$ cat config.mk
export PLATFORM = sky130hd
export DESIGN_NAME = json_scalar_value_lexer
export DESIGN_NICKNAME = d
export VERILOG_FILES = /design/src/jsvl_pkg.sv /design/src/jsvl_in_reg.sv /design/src/jsvl_core.sv /design/src/jsvl_out_reg.sv /design/src/json_scalar_value_lexer.sv
export VERILOG_INCLUDE_DIRS = /design/src /design/src/src
export SDC_FILE = /design/constraint.sdc
export NUM_CORES = 1
export LEC_CHECK = 0
export BUFFER_PORTS_ARGS = -buffer_cell sky130_fd_sc_hd__buf_2
export CORE_MARGIN = 1
export CORE_UTILIZATION = 45
export DETAILED_ROUTE_END_ITERATION = 7
export PLACE_DENSITY = 0.76
export SYNTH_ARGS = -nofsm -noshare
export SYNTH_HDL_FRONTEND = slang
export SYNTH_SLANG_ARGS = --single-unit
$ cat constraint.sdc
create_clock -name clock -period 3.6 [get_ports clock]
set_input_delay 1.08 -clock clock [delete_from_list [all_inputs] [get_ports clock]]
set_output_delay 1.08 -clock clock [all_outputs]
set_load 0.005 [all_outputs]
$ cat src/json_scalar_value_lexer_macros.svh
// Assertion macros shared by the JSON scalar value lexer modules.
// Each macro expects a clock named clock and a reset named reset in scope.
`ifndef JSON_SCALAR_VALUE_LEXER_MACROS_SVH
`define JSON_SCALAR_VALUE_LEXER_MACROS_SVH

// The consequent must hold in the same cycle as the antecedent.
`define JSVL_ASSERT_SAME(label, ante, cons) \
   label: assert property (@(posedge clock) disable iff (reset) (ante) |-> (cons)) \
      else $error("jsvl assertion failed");

// The consequent must hold in the cycle after the antecedent.
`define JSVL_ASSERT_NEXT(label, ante, cons) \
   label: assert property (@(posedge clock) disable iff (reset) (ante) |=> (cons)) \
      else $error("jsvl assertion failed");

`endif

$ cat src/jsvl_pkg.sv
// Types, codes and character tables for the JSON scalar value lexer.
// Used by every module of the block; depends on nothing.
`default_nettype none

package jsvl_pkg;

   typedef enum logic [3:0] {
      EV_SBYTE = 4'd0,
      EV_SEND  = 4'd1,
      EV_NBYTE = 4'd2,
      EV_INT   = 4'd3,
      EV_FLOAT = 4'd4,
      EV_TRUE  = 4'd5,
      EV_FALSE = 4'd6,
      EV_NULL  = 4'd7,
      EV_ERROR = 4'd8
   } event_type;

   typedef enum logic [2:0] {
      ER_NONE  = 3'd0,
      ER_ESC   = 3'd1,
      ER_HEX   = 3'd2,
      ER_EOF   = 3'd3,
      ER_NUM   = 3'd4,
      ER_LIT   = 3'd5
   } err_type;

   // Bad start shares code zero with the no-error value.
   localparam err_type ER_START = ER_NONE;

   typedef enum logic [3:0] {
      NS_START     = 4'd0,
      NS_MINUS     = 4'd1,
      NS_ZERO      = 4'd2,
      NS_INT       = 4'd3,
      NS_DOT       = 4'd4,
      NS_FRAC      = 4'd5,
      NS_EXP       = 4'd6,
      NS_EXP_SIGN  = 4'd7,
      NS_EXP_DIGIT = 4'd8,
      NS_REJECT    = 4'd15
   } num_type;

   typedef enum logic [1:0] {
      LIT_TRUE  = 2'd0,
      LIT_FALSE = 2'd1,
      LIT_NULL  = 2'd2
   } lit_type;

   localparam logic [7:0] CH_QUOTE = 8'h22;
   localparam logic [7:0] CH_BSLASH = 8'h5C;

   typedef struct packed {
      logic [7:0] in_byte;
      logic       end_of_input;
   } item_type;

   typedef struct packed {
      logic       valid;
      event_type  event_res;
      logic [7:0] data;
      err_type    error_code;
   } result_type;

   function automatic logic is_digit(input logic [7:0] c);
      return (c >= "0") && (c <= "9");
   endfunction

   // Returns the hex digit value with a valid flag in the top bit.
   function automatic logic [4:0] hex_value(input logic [7:0] c);
      logic [7:0] v;
      v = 8'd0;
      if ((c >= "0") && (c <= "9")) begin
         v = c - 8'h30;
         return {1'b1, v[3:0]};
      end
      if ((c >= "a") && (c <= "f")) begin
         v = c - 8'h57;
         return {1'b1, v[3:0]};
      end
      if ((c >= "A") && (c <= "F")) begin
         v = c - 8'h37;
         return {1'b1, v[3:0]};
      end
      return 5'd0;
   endfunction

   // Returns the mapped escape byte with a valid flag in the top bit.
   function automatic logic [8:0] unescape(input logic [7:0] c);
      case (c)
         CH_QUOTE:  return {1'b1, CH_QUOTE};
         CH_BSLASH: return {1'b1, CH_BSLASH};
         "/":       return {1'b1, 8'h2F};
         "b":       return {1'b1, 8'h08};
         "f":       return {1'b1, 8'h0C};
         "n":       return {1'b1, 8'h0A};
         "r":       return {1'b1, 8'h0D};
         "t":       return {1'b1, 8'h09};
         default:   return 9'd0;
      endcase
   endfunction

   function automatic num_type num_next(input num_type s, input logic [7:0] c);
      logic e;
      logic d;
      e = (c == "e") || (c == "E");
      d = is_digit(c);
      case (s)
         NS_START: begin
            if (c == "-") return NS_MINUS;
            if (c == "0") return NS_ZERO;
            if (d) return NS_INT;
         end
         NS_MINUS: begin
            if (c == "0") return NS_ZERO;
            if (d) return NS_INT;
         end
         NS_ZERO: begin
            if (c == ".") return NS_DOT;
            if (e) return NS_EXP;
         end
         NS_INT: begin
            if (c == ".") return NS_DOT;
            if (e) return NS_EXP;
            if (d) return NS_INT;
         end
         NS_DOT: begin
            if (d) return NS_FRAC;
         end
         NS_FRAC: begin
            if (e) return NS_EXP;
            if (d) return NS_FRAC;
         end
         NS_EXP: begin
            if ((c == "+") || (c == "-")) return NS_EXP_SIGN;
            if (d) return NS_EXP_DIGIT;
         end
         NS_EXP_SIGN: begin
            if (d) return NS_EXP_DIGIT;
         end
         NS_EXP_DIGIT: begin
            if (d) return NS_EXP_DIGIT;
         end
         default: begin
         end
      endcase
      return NS_REJECT;
   endfunction

   function automatic logic [2:0] lit_len(input logic [1:0] w);
      case (w)
         LIT_TRUE:  return 3'd4;
         LIT_FALSE: return 3'd5;
         LIT_NULL:  return 3'd4;
         default:   return 3'd0;
      endcase
   endfunction

   function automatic logic [7:0] lit_char(input logic [1:0] w, input logic [2:0] p);
      case ({w, p})
         {LIT_TRUE, 3'd0}:  return "t";
         {LIT_TRUE, 3'd1}:  return "r";
         {LIT_TRUE, 3'd2}:  return "u";
         {LIT_TRUE, 3'd3}:  return "e";
         {LIT_FALSE, 3'd0}: return "f";
         {LIT_FALSE, 3'd1}: return "a";
         {LIT_FALSE, 3'd2}: return "l";
         {LIT_FALSE, 3'd3}: return "s";
         {LIT_FALSE, 3'd4}: return "e";
         {LIT_NULL, 3'd0}:  return "n";
         {LIT_NULL, 3'd1}:  return "u";
         {LIT_NULL, 3'd2}:  return "l";
         {LIT_NULL, 3'd3}:  return "l";
         default:           return 8'd0;
      endcase
   endfunction

endpackage

`default_nettype wire

$ cat src/jsvl_in_reg.sv
// Input register of the JSON scalar value lexer: holds one accepted beat.
// Uses item_type from jsvl_pkg.
`default_nettype none

module jsvl_in_reg (
   input  wire logic              clock,
   input  wire logic              reset,
   input  wire logic              req_tvalid,
   output logic                   req_tready,
   input  wire jsvl_pkg::item_type req_item,
   input  wire logic              advance,
   output logic                   item_valid,
   output jsvl_pkg::item_type     item
);

   logic               valid_ff;
   logic               valid_in;
   jsvl_pkg::item_type item_ff;

   assign req_tready = !valid_ff || advance;
   assign valid_in   = (req_tvalid && req_tready) || (valid_ff && !advance);

   always_ff @(posedge clock) begin
      if (reset) begin
         valid_ff <= 1'b0;
      end else begin
         valid_ff <= valid_in;
      end
      if (req_tvalid && req_tready) begin
         item_ff <= req_item;
      end
   end

   assign item_valid = valid_ff;
   assign item       = item_ff;

endmodule

`default_nettype wire

$ cat src/jsvl_core.sv
// Lexer state and per-byte decision logic of the JSON scalar value lexer.
// Uses the codes, tables and functions of jsvl_pkg and the assertion macros.
`default_nettype none
`include "json_scalar_value_lexer_macros.svh"

module jsvl_core (
   input  wire logic               clock,
   input  wire logic               reset,
   input  wire logic               step,
   input  wire jsvl_pkg::item_type item,
   output jsvl_pkg::result_type    result
);

   typedef enum logic [2:0] {
      MODE_IDLE = 3'd0,
      MODE_STR  = 3'd1,
      MODE_ESC  = 3'd2,
      MODE_HEX  = 3'd3,
      MODE_NUM  = 3'd4,
      MODE_LIT  = 3'd5
   } mode_type;

   mode_type              mode_ff, mode_in;
   jsvl_pkg::num_type     num_ff, num_in;
   logic [15:0]           hex_acc_ff, hex_acc_in;
   logic [1:0]            hex_cnt_ff, hex_cnt_in;
   logic [1:0]            lit_which_ff, lit_which_in;
   logic [2:0]            lit_pos_ff, lit_pos_in;

   logic [7:0]            c;
   logic                  eoi;
   logic [4:0]            hex;
   logic [8:0]            esc;
   jsvl_pkg::num_type     nx;
   logic                  lit_ok;
   logic [2:0]            lit_next;
   logic                  err_out;
   logic                  plain_out;
   logic                  lit_range_ok;

   assign c        = item.in_byte;
   assign eoi      = item.end_of_input;
   assign hex      = jsvl_pkg::hex_value(c);
   assign esc      = jsvl_pkg::unescape(c);
   assign nx       = jsvl_pkg::num_next(num_ff, c);
   assign lit_ok   = (lit_which_ff <= jsvl_pkg::LIT_NULL) &&
                     (lit_pos_ff < jsvl_pkg::lit_len(lit_which_ff)) &&
                     (jsvl_pkg::lit_char(lit_which_ff, lit_pos_ff) == c);
   assign lit_next = lit_pos_ff + 3'd1;

   always_comb begin
      mode_in      = mode_ff;
      num_in       = num_ff;
      hex_acc_in   = hex_acc_ff;
      hex_cnt_in   = hex_cnt_ff;
      lit_which_in = lit_which_ff;
      lit_pos_in   = lit_pos_ff;
      result.valid      = 1'b0;
      result.event_res  = jsvl_pkg::EV_SBYTE;
      result.data       = 8'd0;
      result.error_code = jsvl_pkg::ER_NONE;
      if (mode_ff == MODE_IDLE) begin
         if (!eoi) begin
            if ((c == " ") || (c == 8'h0A) || (c == 8'h0D) || (c == 8'h09)) begin
               mode_in = MODE_IDLE;
            end else if (c == jsvl_pkg::CH_QUOTE) begin
               mode_in = MODE_STR;
            end else if ((c == "-") || jsvl_pkg::is_digit(c)) begin
               num_in = jsvl_pkg::num_next(jsvl_pkg::NS_START, c);
               mode_in = MODE_NUM;
               result.valid = 1'b1;
               result.event_res = jsvl_pkg::EV_NBYTE;
               result.data = c;
            end else if ((c == "t") || (c == "f") || (c == "n")) begin
               lit_which_in = (c == "t") ? jsvl_pkg::LIT_TRUE :
                              ((c == "f") ? jsvl_pkg::LIT_FALSE : jsvl_pkg::LIT_NULL);
               lit_pos_in = 3'd1;
               mode_in = MODE_LIT;
            end else begin
               mode_in = MODE_IDLE;
               num_in = jsvl_pkg::NS_START;
               result.valid = 1'b1;
               result.event_res = jsvl_pkg::EV_ERROR;
               result.data = c;
               result.error_code = jsvl_pkg::ER_START;
            end
         end
      end else if (eoi) begin
         mode_in = MODE_IDLE;
         num_in = jsvl_pkg::NS_START;
         result.valid = 1'b1;
         result.event_res = jsvl_pkg::EV_ERROR;
         result.error_code = jsvl_pkg::ER_EOF;
      end else begin
         case (mode_ff)
            MODE_STR: begin
               if (c == jsvl_pkg::CH_QUOTE) begin
                  mode_in = MODE_IDLE;
                  result.valid = 1'b1;
                  result.event_res = jsvl_pkg::EV_SEND;
               end else if (c == jsvl_pkg::CH_BSLASH) begin
                  mode_in = MODE_ESC;
               end else begin
                  result.valid = 1'b1;
                  result.data = c;
               end
            end
            MODE_ESC: begin
               if (c == "u") begin
                  hex_acc_in = 16'd0;
                  hex_cnt_in = 2'd0;
                  mode_in = MODE_HEX;
               end else if (!esc[8]) begin
                  mode_in = MODE_IDLE;
                  num_in = jsvl_pkg::NS_START;
                  result.valid = 1'b1;
                  result.event_res = jsvl_pkg::EV_ERROR;
                  result.data = c;
                  result.error_code = jsvl_pkg::ER_ESC;
               end else begin
                  mode_in = MODE_STR;
                  result.valid = 1'b1;
                  result.data = esc[7:0];
               end
            end
            MODE_HEX: begin
               if (!hex[4]) begin
                  mode_in = MODE_IDLE;
                  num_in = jsvl_pkg::NS_START;
                  result.valid = 1'b1;
                  result.event_res = jsvl_pkg::EV_ERROR;
                  result.data = c;
                  result.error_code = jsvl_pkg::ER_HEX;
               end else begin
                  hex_acc_in = {hex_acc_ff[11:0], hex[3:0]};
                  if (hex_cnt_ff == 2'd3) begin
                     hex_cnt_in = 2'd0;
                     mode_in = MODE_STR;
                     result.valid = 1'b1;
                     result.data = {hex_acc_ff[3:0], hex[3:0]};
                  end else begin
                     hex_cnt_in = hex_cnt_ff + 2'd1;
                  end
               end
            end
            MODE_NUM: begin
               result.valid = 1'b1;
               result.data = c;
               if (nx != jsvl_pkg::NS_REJECT) begin
                  num_in = nx;
                  result.event_res = jsvl_pkg::EV_NBYTE;
               end else begin
                  mode_in = MODE_IDLE;
                  num_in = jsvl_pkg::NS_START;
                  if ((num_ff == jsvl_pkg::NS_ZERO) || (num_ff == jsvl_pkg::NS_INT)) begin
                     result.event_res = jsvl_pkg::EV_INT;
                  end else if ((num_ff == jsvl_pkg::NS_FRAC) ||
                               (num_ff == jsvl_pkg::NS_EXP_DIGIT)) begin
                     result.event_res = jsvl_pkg::EV_FLOAT;
                  end else begin
                     result.event_res = jsvl_pkg::EV_ERROR;
                     result.error_code = jsvl_pkg::ER_NUM;
                  end
               end
            end
            MODE_LIT: begin
               if (!lit_ok) begin
                  mode_in = MODE_IDLE;
                  num_in = jsvl_pkg::NS_START;
                  result.valid = 1'b1;
                  result.event_res = jsvl_pkg::EV_ERROR;
                  result.data = c;
                  result.error_code = jsvl_pkg::ER_LIT;
               end else if (lit_next == jsvl_pkg::lit_len(lit_which_ff)) begin
                  mode_in = MODE_IDLE;
                  lit_pos_in = 3'd0;
                  result.valid = 1'b1;
                  case (lit_which_ff)
                     jsvl_pkg::LIT_TRUE:  result.event_res = jsvl_pkg::EV_TRUE;
                     jsvl_pkg::LIT_FALSE: result.event_res = jsvl_pkg::EV_FALSE;
                     default:             result.event_res = jsvl_pkg::EV_NULL;
                  endcase
               end else begin
                  lit_pos_in = lit_next;
               end
            end
            default: begin
               mode_in = MODE_IDLE;
            end
         endcase
      end
   end

   always_ff @(posedge clock) begin
      if (reset) begin
         mode_ff      <= MODE_IDLE;
         num_ff       <= jsvl_pkg::NS_START;
         hex_acc_ff   <= 16'd0;
         hex_cnt_ff   <= 2'd0;
         lit_which_ff <= 2'd0;
         lit_pos_ff   <= 3'd0;
      end else if (step) begin
         mode_ff      <= mode_in;
         num_ff       <= num_in;
         hex_acc_ff   <= hex_acc_in;
         hex_cnt_ff   <= hex_cnt_in;
         lit_which_ff <= lit_which_in;
         lit_pos_ff   <= lit_pos_in;
      end
   end

   assign err_out      = step && result.valid && (result.event_res == jsvl_pkg::EV_ERROR);
   assign plain_out    = result.valid && (result.event_res != jsvl_pkg::EV_ERROR);
   assign lit_range_ok = (lit_which_ff != 2'd3) && (lit_pos_ff >= 3'd1) &&
                         (lit_pos_ff <= 3'd4);

   `JSVL_ASSERT_NEXT(a_error_returns_idle, err_out, mode_ff == MODE_IDLE)
   `JSVL_ASSERT_SAME(a_code_only_on_error, plain_out, result.error_code == jsvl_pkg::ER_NONE)
   `JSVL_ASSERT_SAME(a_literal_in_range, mode_ff == MODE_LIT, lit_range_ok)

endmodule

`default_nettype wire

$ cat src/jsvl_out_reg.sv
// Result register of the JSON scalar value lexer, holding a beat while the receiver stalls.
// Uses result_type from jsvl_pkg.
`default_nettype none

module jsvl_out_reg (
   input  wire logic                 clock,
   input  wire logic                 reset,
   input  wire logic                 load,
   input  wire jsvl_pkg::result_type result,
   input  wire logic                 rsp_tready,
   output logic                      rsp_tvalid,
   output jsvl_pkg::result_type      held
);

   logic                 valid_ff;
   logic                 valid_in;
   jsvl_pkg::result_type held_ff;

   assign valid_in = load ? result.valid : (valid_ff && !rsp_tready);

   always_ff @(posedge clock) begin
      if (reset) begin
         valid_ff <= 1'b0;
      end else begin
         valid_ff <= valid_in;
      end
      if (load && result.valid) begin
         held_ff <= result;
      end
   end

   assign rsp_tvalid = valid_ff;
   assign held       = held_ff;

endmodule

`default_nettype wire

$ cat src/json_scalar_value_lexer.sv
// Top level of the JSON scalar value lexer: a byte stream in, lexer events out.
// Instantiates jsvl_in_reg, jsvl_core and jsvl_out_reg; uses jsvl_pkg and the macros.
//
// The req channel takes one byte per beat in req_tdata; req_tlast high marks end of
// input, in which case the byte is ignored. The rsp channel gives zero or one beat
// per input beat: the event kind in rsp_tuser, the data byte and error code in
// rsp_tdata. A number terminator is reported with that byte and is not lexed
// again; the producer presents it anew if it should start the next value.
// Each input beat is registered, decoded in one pass against the lexer state and
// its result registered before it is offered on the rsp channel. One byte is
// accepted in every cycle while the receiver keeps up; the lexer state is updated
// once per accepted byte, which sets that rate.
// When rsp_tready is low with a result held, the input register keeps its byte
// and req_tready falls once it is full; nothing is lost or repeated.
// Synchronous reset empties both registers and puts the lexer back to idle.
`default_nettype none
`include "json_scalar_value_lexer_macros.svh"

module json_scalar_value_lexer (
   input  wire logic        clock,
   input  wire logic        reset,
   input  wire logic        req_tvalid,
   output logic             req_tready,
   input  wire logic [7:0]  req_tdata,  // [7:0] in_byte
   input  wire logic        req_tlast,  // end_of_input
   output logic             rsp_tvalid,
   input  wire logic        rsp_tready,
   output logic [15:0]      rsp_tdata,  // [7:0] data, [10:8] error_code, rest zero
   output logic [3:0]       rsp_tuser   // [3:0] event_res
);

   jsvl_pkg::item_type   req_item;
   jsvl_pkg::item_type   item;
   logic                 item_valid;
   logic                 advance;
   jsvl_pkg::result_type result;
   jsvl_pkg::result_type held;

   assign req_item.in_byte      = req_tdata;
   assign req_item.end_of_input = req_tlast;
   assign advance = item_valid && (!rsp_tvalid || rsp_tready);

   jsvl_in_reg u_in_reg (
      .clock      (clock),
      .reset      (reset),
      .req_tvalid (req_tvalid),
      .req_tready (req_tready),
      .req_item   (req_item),
      .advance    (advance),
      .item_valid (item_valid),
      .item       (item)
   );

   jsvl_core u_core (
      .clock  (clock),
      .reset  (reset),
      .step   (advance),
      .item   (item),
      .result (result)
   );

   jsvl_out_reg u_out_reg (
      .clock      (clock),
      .reset      (reset),
      .load       (advance),
      .result     (result),
      .rsp_tready (rsp_tready),
      .rsp_tvalid (rsp_tvalid),
      .held       (held)
   );

   assign rsp_tdata = {5'd0, held.error_code, held.data};
   assign rsp_tuser = held.event_res;

   `JSVL_ASSERT_SAME(a_no_advance_on_stall, rsp_tvalid && !rsp_tready, !advance)

endmodule

`default_nettype wire

==> flow_summary.ini, run 1 <==
[worst_setup_path]
cp_top_family = compound AO/OA/AOI/OAI gates
r2r_slack_ns = 0.48
cp_cell_sequence = ha_1 -> inv_1 -> ha_1 -> nor4b_1 -> a21o_1 -> a2111oi_1 -> nand4_1 -> o21ai_2 -> a32oi_2 -> a221o_1
reg2reg_from = u_core.lit_pos_ff[0]
crit_buf_inv = 1
worst-path-max-fanout = 8
crit_path_start = u_core.lit_pos_ff[0]
end_kind = flop
critPathArrivalTime_ns = 3.19
worstSetupPathType = reg2reg
critPathMaxStageDelay_ns = 0.47
start_kind = flop
cpMaxStageDelayCell = dfxtp_1
cp_data_required_time_ns = 3.66
path_common_cell = ha_1

[layout]
n_fill_cell = 778
drive_above_1_share_pct = 15.9
ff_latch_area_um2 = 1120
final_cell_mix = 48 x nor2_1, 39 x nand2_1, 29 x buf_2, 25 x a21oi_1, 24 x edfxtp_1
final_common_cell = nor2_1
diodes = 0
nets = 519
multiInputGateArea_um2 = 2450
finalInstanceArea_um2 = 4180
syn2layout_area_growth_pct = 10.6

[route]
drt_iter0_drc = 432
post_drt_wl_per_cell_um = 19.3
vias = 3868
drt.antenna.violating_nets = 0
vias_per_cell = 6.48
drtPass1Iterations = 6
drc = 0
routed_wl_um = 11500

[timing]
min_period_over_period_pct = 86.8
fin_crit_ns = 3.12
maxSlewViolCount = 0
fin_hold_ws_ns = 0.470
fmaxAchievable_mhz = 320
tightest_slew_ns = 0.575
tns_ns = 0
rsz0062_at_grt = false
maxSlewHeadroom_pct = 61.1
hold_violations = 0
clock_skew_ns = 0.0113
setup_viol = 0

[pwr]
combPwrFrac_pct = 13.7
swShare_pct = 26.9
p_per_area_nw_per_um2 = 266
intPower_mw = 0.812
p_sw_mw = 0.299
seqPwrFrac_pct = 50.4
p_clk_share_pct = 35.9
irDropWorstVdd_mv = 0.204
p_leak_nw = 1.55

[global_route]
grt_max_degree = 28
grt_pass1_vias = 3438
gr-usage-all-layers_pct = 27.4
grt_pass1_wl_um = 18300
antenna_found_initial = 0
overflow = 0

[status]
outcome = completed

[yosys]
synth_edf_count = 24
synthFlopType = edfxtp_1
syn_inst = 465
synth-seq-cells = 44
synthDominantCellAreaShare_pct = 19.1
ys_types = 75
ys_seq_area_share_pct = 29.7
synth_async_sr_flop_share_pct = 0
synthTopCellsByArea = edfxtp_1 19%, dfxtp_1 11%, ha_1 5.0%
syn_area_per_cell_um2 = 8.12
syn_area_um2 = 3780
synth_warnings = 0
yosysTopAreaCell = edfxtp_1

[floorplanning]
core_area_um2 = 8180
num_rows = 33
io_pins = 35
fp.dieW_um = 93.6
dieHeight_um = 93.6
die_area_um2 = 8760
start_util_pct = 46.2

[cts]
cts-root-buf = clkbuf_8
cts-buffers-inserted = 5
tritoncts = done
hold_buffers = 0
post_cts_buffers = 0
htreeDepth = 2
cts.sinks = 44
insertion_delay_ns = 0.31
cts.repair.resized = 0
cts.clk_slew.worst_paths_ns = 0.09
clk_path_buf_depth = 2

[place]
portBuffers = 29
post-dp-hpwl_um = 8880
dpl_cell_area_um2 = 4060
globalplace.congestion = 0.969

[hold_path]
hold_class = reg2reg
hold_start = u_core.hex_cnt_ff[1]

[flow_run]
maxCapViolCount = 0
[flip-flops by register name (all words and copies together), names as in the netlist]
signal and count:
u_core.lit_which_ff 2, u_out_reg.held 15, u_core.mode_ff 3, u_out_reg.rsp_tvalid 1, u_core.num_ff 4, u_in_reg.item_valid 1, u_core.lit_pos_ff 3, u_core.hex_cnt_ff 2
u_core.hex_acc_ff 4, u_in_reg.item 9
[worst paths after layout]
kind	endpoint	depth (start not counted)
setup / recovery	u_out_reg.held[3]	10
hold / removal	u_core.hex_cnt_ff[1]	2
setup reg to reg	u_out_reg.held[3]	10
hold reg to reg	u_core.hex_cnt_ff[1]	2
[synth_stat cells, drive strengths merged (10+ instances only)]
library cell  number
nand2b            15
nor2              48
nor3              13
nand3             21
nor2b             10
nand4             11
o21ai             21
nand2             39
and3              11
inv               14
a21oi             25
clkbuf            20
edfxtp            24
ha                15
buf               15
dfxtp             20
[cell type report]
| type | count | area share (%) |
|---|---|---|
| tap | 105 | 3.15 |
| timing repair buffer | 50 | 7.25 |
| clock buffer | 5 | 1.65 |
| sequential | 44 | 26.8 |
| inverter | 14 | 1.26 |
| clock inverter | 3 | 1.11 |
| multi-input combinational | 376 | 58.7 |
[per-stage QoR]
stage	instances	setup WS (ns)	utilization [%]	power (mW)
finish	597	0.477	51.1	1.11
global route	597	0.210	51.1	1.15
detailed placement	589	0.505	49.7	0.718
floorplan	469	0.0647	-	0.671
global placement	589	0.568	49.7	0.718
CTS	597	0.503	51.1	1.12
[routing by layer]
layer,track usage (%),wire [um],vias to the layer above
met5,0,0,-
met3,5.85,995,36
met4,8.97,386,0
li1,-,-,1797
met2,42.7,5130,241
met1,37.5,5020,1794
[logic make-up after synthesis]
kind of cell	count (synthesis)	share of synthesized area (%)
xor gates and xnor gates	6	1.39
muxes	11	3.11
adders and majority gates	15	4.97
buffers and inverters	49	5.76
and+or+nand+nor	216	31.7
other	1	0.0993
DFF	44	29.7
AOI/OAI and AO/OA	123	23.3
[power by group through the flow]
stage | clock network [mW] | registers [mW] | logic [mW]
3_5_place_dp | 0 | 0.571 | 0.147
3_3_place_gp | 0 | 0.570 | 0.148
6_report | 0.399 | 0.560 | 0.152
4_1_cts | 0.408 | 0.559 | 0.148
2_1_floorplan | 0 | 0.561 | 0.109
5_1_grt | 0.427 | 0.562 | 0.164
[worst reg2reg max path: cells and delay by family, from the launching register on]
family	cells	cell delay, ns
compound gates	5	1.54
fa+ha+maj	2	0.43
buf+inv	1	0.05
flops	1	0.47
simple gates	2	0.39
Note: power is estimated with default switching activity, not from simulation.
==> run 2, diff against run 1 <==
Settings changed: CTS_CLUSTER_DIAMETER set to 200, SYNTH_HIERARCHICAL set to 1.
==> flow_summary.ini, run 2 <==
[status]
outcome = completed

[worst_setup_path]
worstSetupPathType = reg2reg
start_kind = flop
worst-path-max-fanout = 15
end_kind = flop
critPathArrivalTime_ns = 3.49
cp_data_required_time_ns = 3.65

[floorplanning]
io_pins = 35
die_area_um2 = 8470
fp.dieW_um = 92.0
dieHeight_um = 92.0
num_rows = 32
core_area_um2 = 7770
start_util_pct = 47.0

[timing]
min_period_over_period_pct = 95.5
fin_hold_ws_ns = 0.489
setup_viol = 0
clock_skew_ns = 0.00608
rsz0062_at_grt = false
hold_violations = 0
tns_ns = 0
worst_slack_ns = 0.163
fmaxAchievable_mhz = 291
tightest_slew_ns = 0.708
fin_crit_ns = 3.44
maxSlewHeadroom_pct = 52.3
maxSlewViolCount = 0

[layout]
final_common_cell = nand2_1
n_fill_cell = 751
final_util_pct = 52.1
drive_above_1_share_pct = 13.8
final_cell_mix = 45 x nand2_1, 32 x nor2_1, 29 x buf_2, 27 x inv_1, 25 x a21oi_1
syn2layout_area_growth_pct = 10.9
nets = 507
final_cells = 580
largest_register_ffs = 15
diodes = 0
finalInstanceArea_um2 = 4050
ff_latch_area_um2 = 1120
multiInputGateArea_um2 = 2300

[place]
portBuffers = 29
dp_slack_ns = 0.240
post-dp-hpwl_um = 7590
globalplace.congestion = 0.980
place_inst = 572
dpl_cell_area_um2 = 3920

[yosys]
synth_warnings = 6
syn_area_per_cell_um2 = 8.10
syn_inst = 450
syn_area_um2 = 3650

[global_route]
overflow = 0
grt_pass1_wl_um = 16500
grt_max_degree = 19
gr-usage-all-layers_pct = 24.6
grt_pass1_vias = 3300
antenna_found_initial = 0

[cts]
cts-root-buf = clkbuf_8
cts.sinks = 44
htreeDepth = 2
hold_buffers = 0
cts.clk_slew.worst_paths_ns = 0.09
tritoncts = done
cts-buffers-inserted = 5
insertion_delay_ns = 0.30
post_cts_buffers = 0
clk_path_buf_depth = 2
cts.repair.resized = 0

[pwr]
p_per_area_nw_per_um2 = 290
total_power_mw = 1.17
irDropWorstVdd_mv = 0.189
p_leak_nw = 1.55

[route]
drtPass1Iterations = 5
drc = 0
routed_wl_um = 10200
drt.antenna.violating_nets = 0
vias = 3625
post_drt_wl_per_cell_um = 17.6
vias_per_cell = 6.25
drt_iter0_drc = 365

[flow_run]
maxCapViolCount = 0

[hold_path]
hold_class = reg2reg
## run 2: where the power goes
part / internal, mW / switching, mW
logic: 0.0740 / 0.111
registers: 0.551 / 0.0317
clock network: 0.227 / 0.178
## run 2: per-layer routing
metal / track usage [%] / up-vias / share of wire (%)
li1: - / 1721 / -
met1: 31.9 / 1661 / 42
met2: 39.6 / 211 / 46
met4: 12.4 / 0 / 4.3
met5: 0 / - / 0
met3: 3.90 / 32 / 8.1
## run 2: layout make-up
cell class | count | share of cell area, %
tap | 102 | 3.15
timing repair buffer | 46 | 6.74
inverter | 27 | 2.51
clock inverter | 2 | 0.959
clock buffer | 6 | 2.04
multi-input combinational | 353 | 56.9
sequential | 44 | 27.7
## run 2: final timing paths
kind                            cells past startpoint              endpoint  slack [ns]                  from
worst max register to register                     12    u_out_reg/held[14]        0.16  u_core/lit_pos_ff[0]
worst min-delay path                                2  u_core/hex_cnt_ff[0]        0.49  u_core/hex_cnt_ff[0]
worst max-delay path                               12    u_out_reg/held[14]        0.16  u_core/lit_pos_ff[0]
worst min register to register                      2  u_core/hex_cnt_ff[0]        0.49  u_core/hex_cnt_ff[0]
## run 2: critical path: stages (launching register included)
cell and delay (ns):
dfxtp_1 0.33, inv_1 0.09, ha_1 0.35, or4b_2 0.63, o311a_1 0.18, a2111oi_4 0.22, or3b_1 0.38, o21a_1 0.22
o41ai_2 0.34, nand3b_1 0.11, nand2_1 0.10, inv_1 0.04, buf_4 0.18
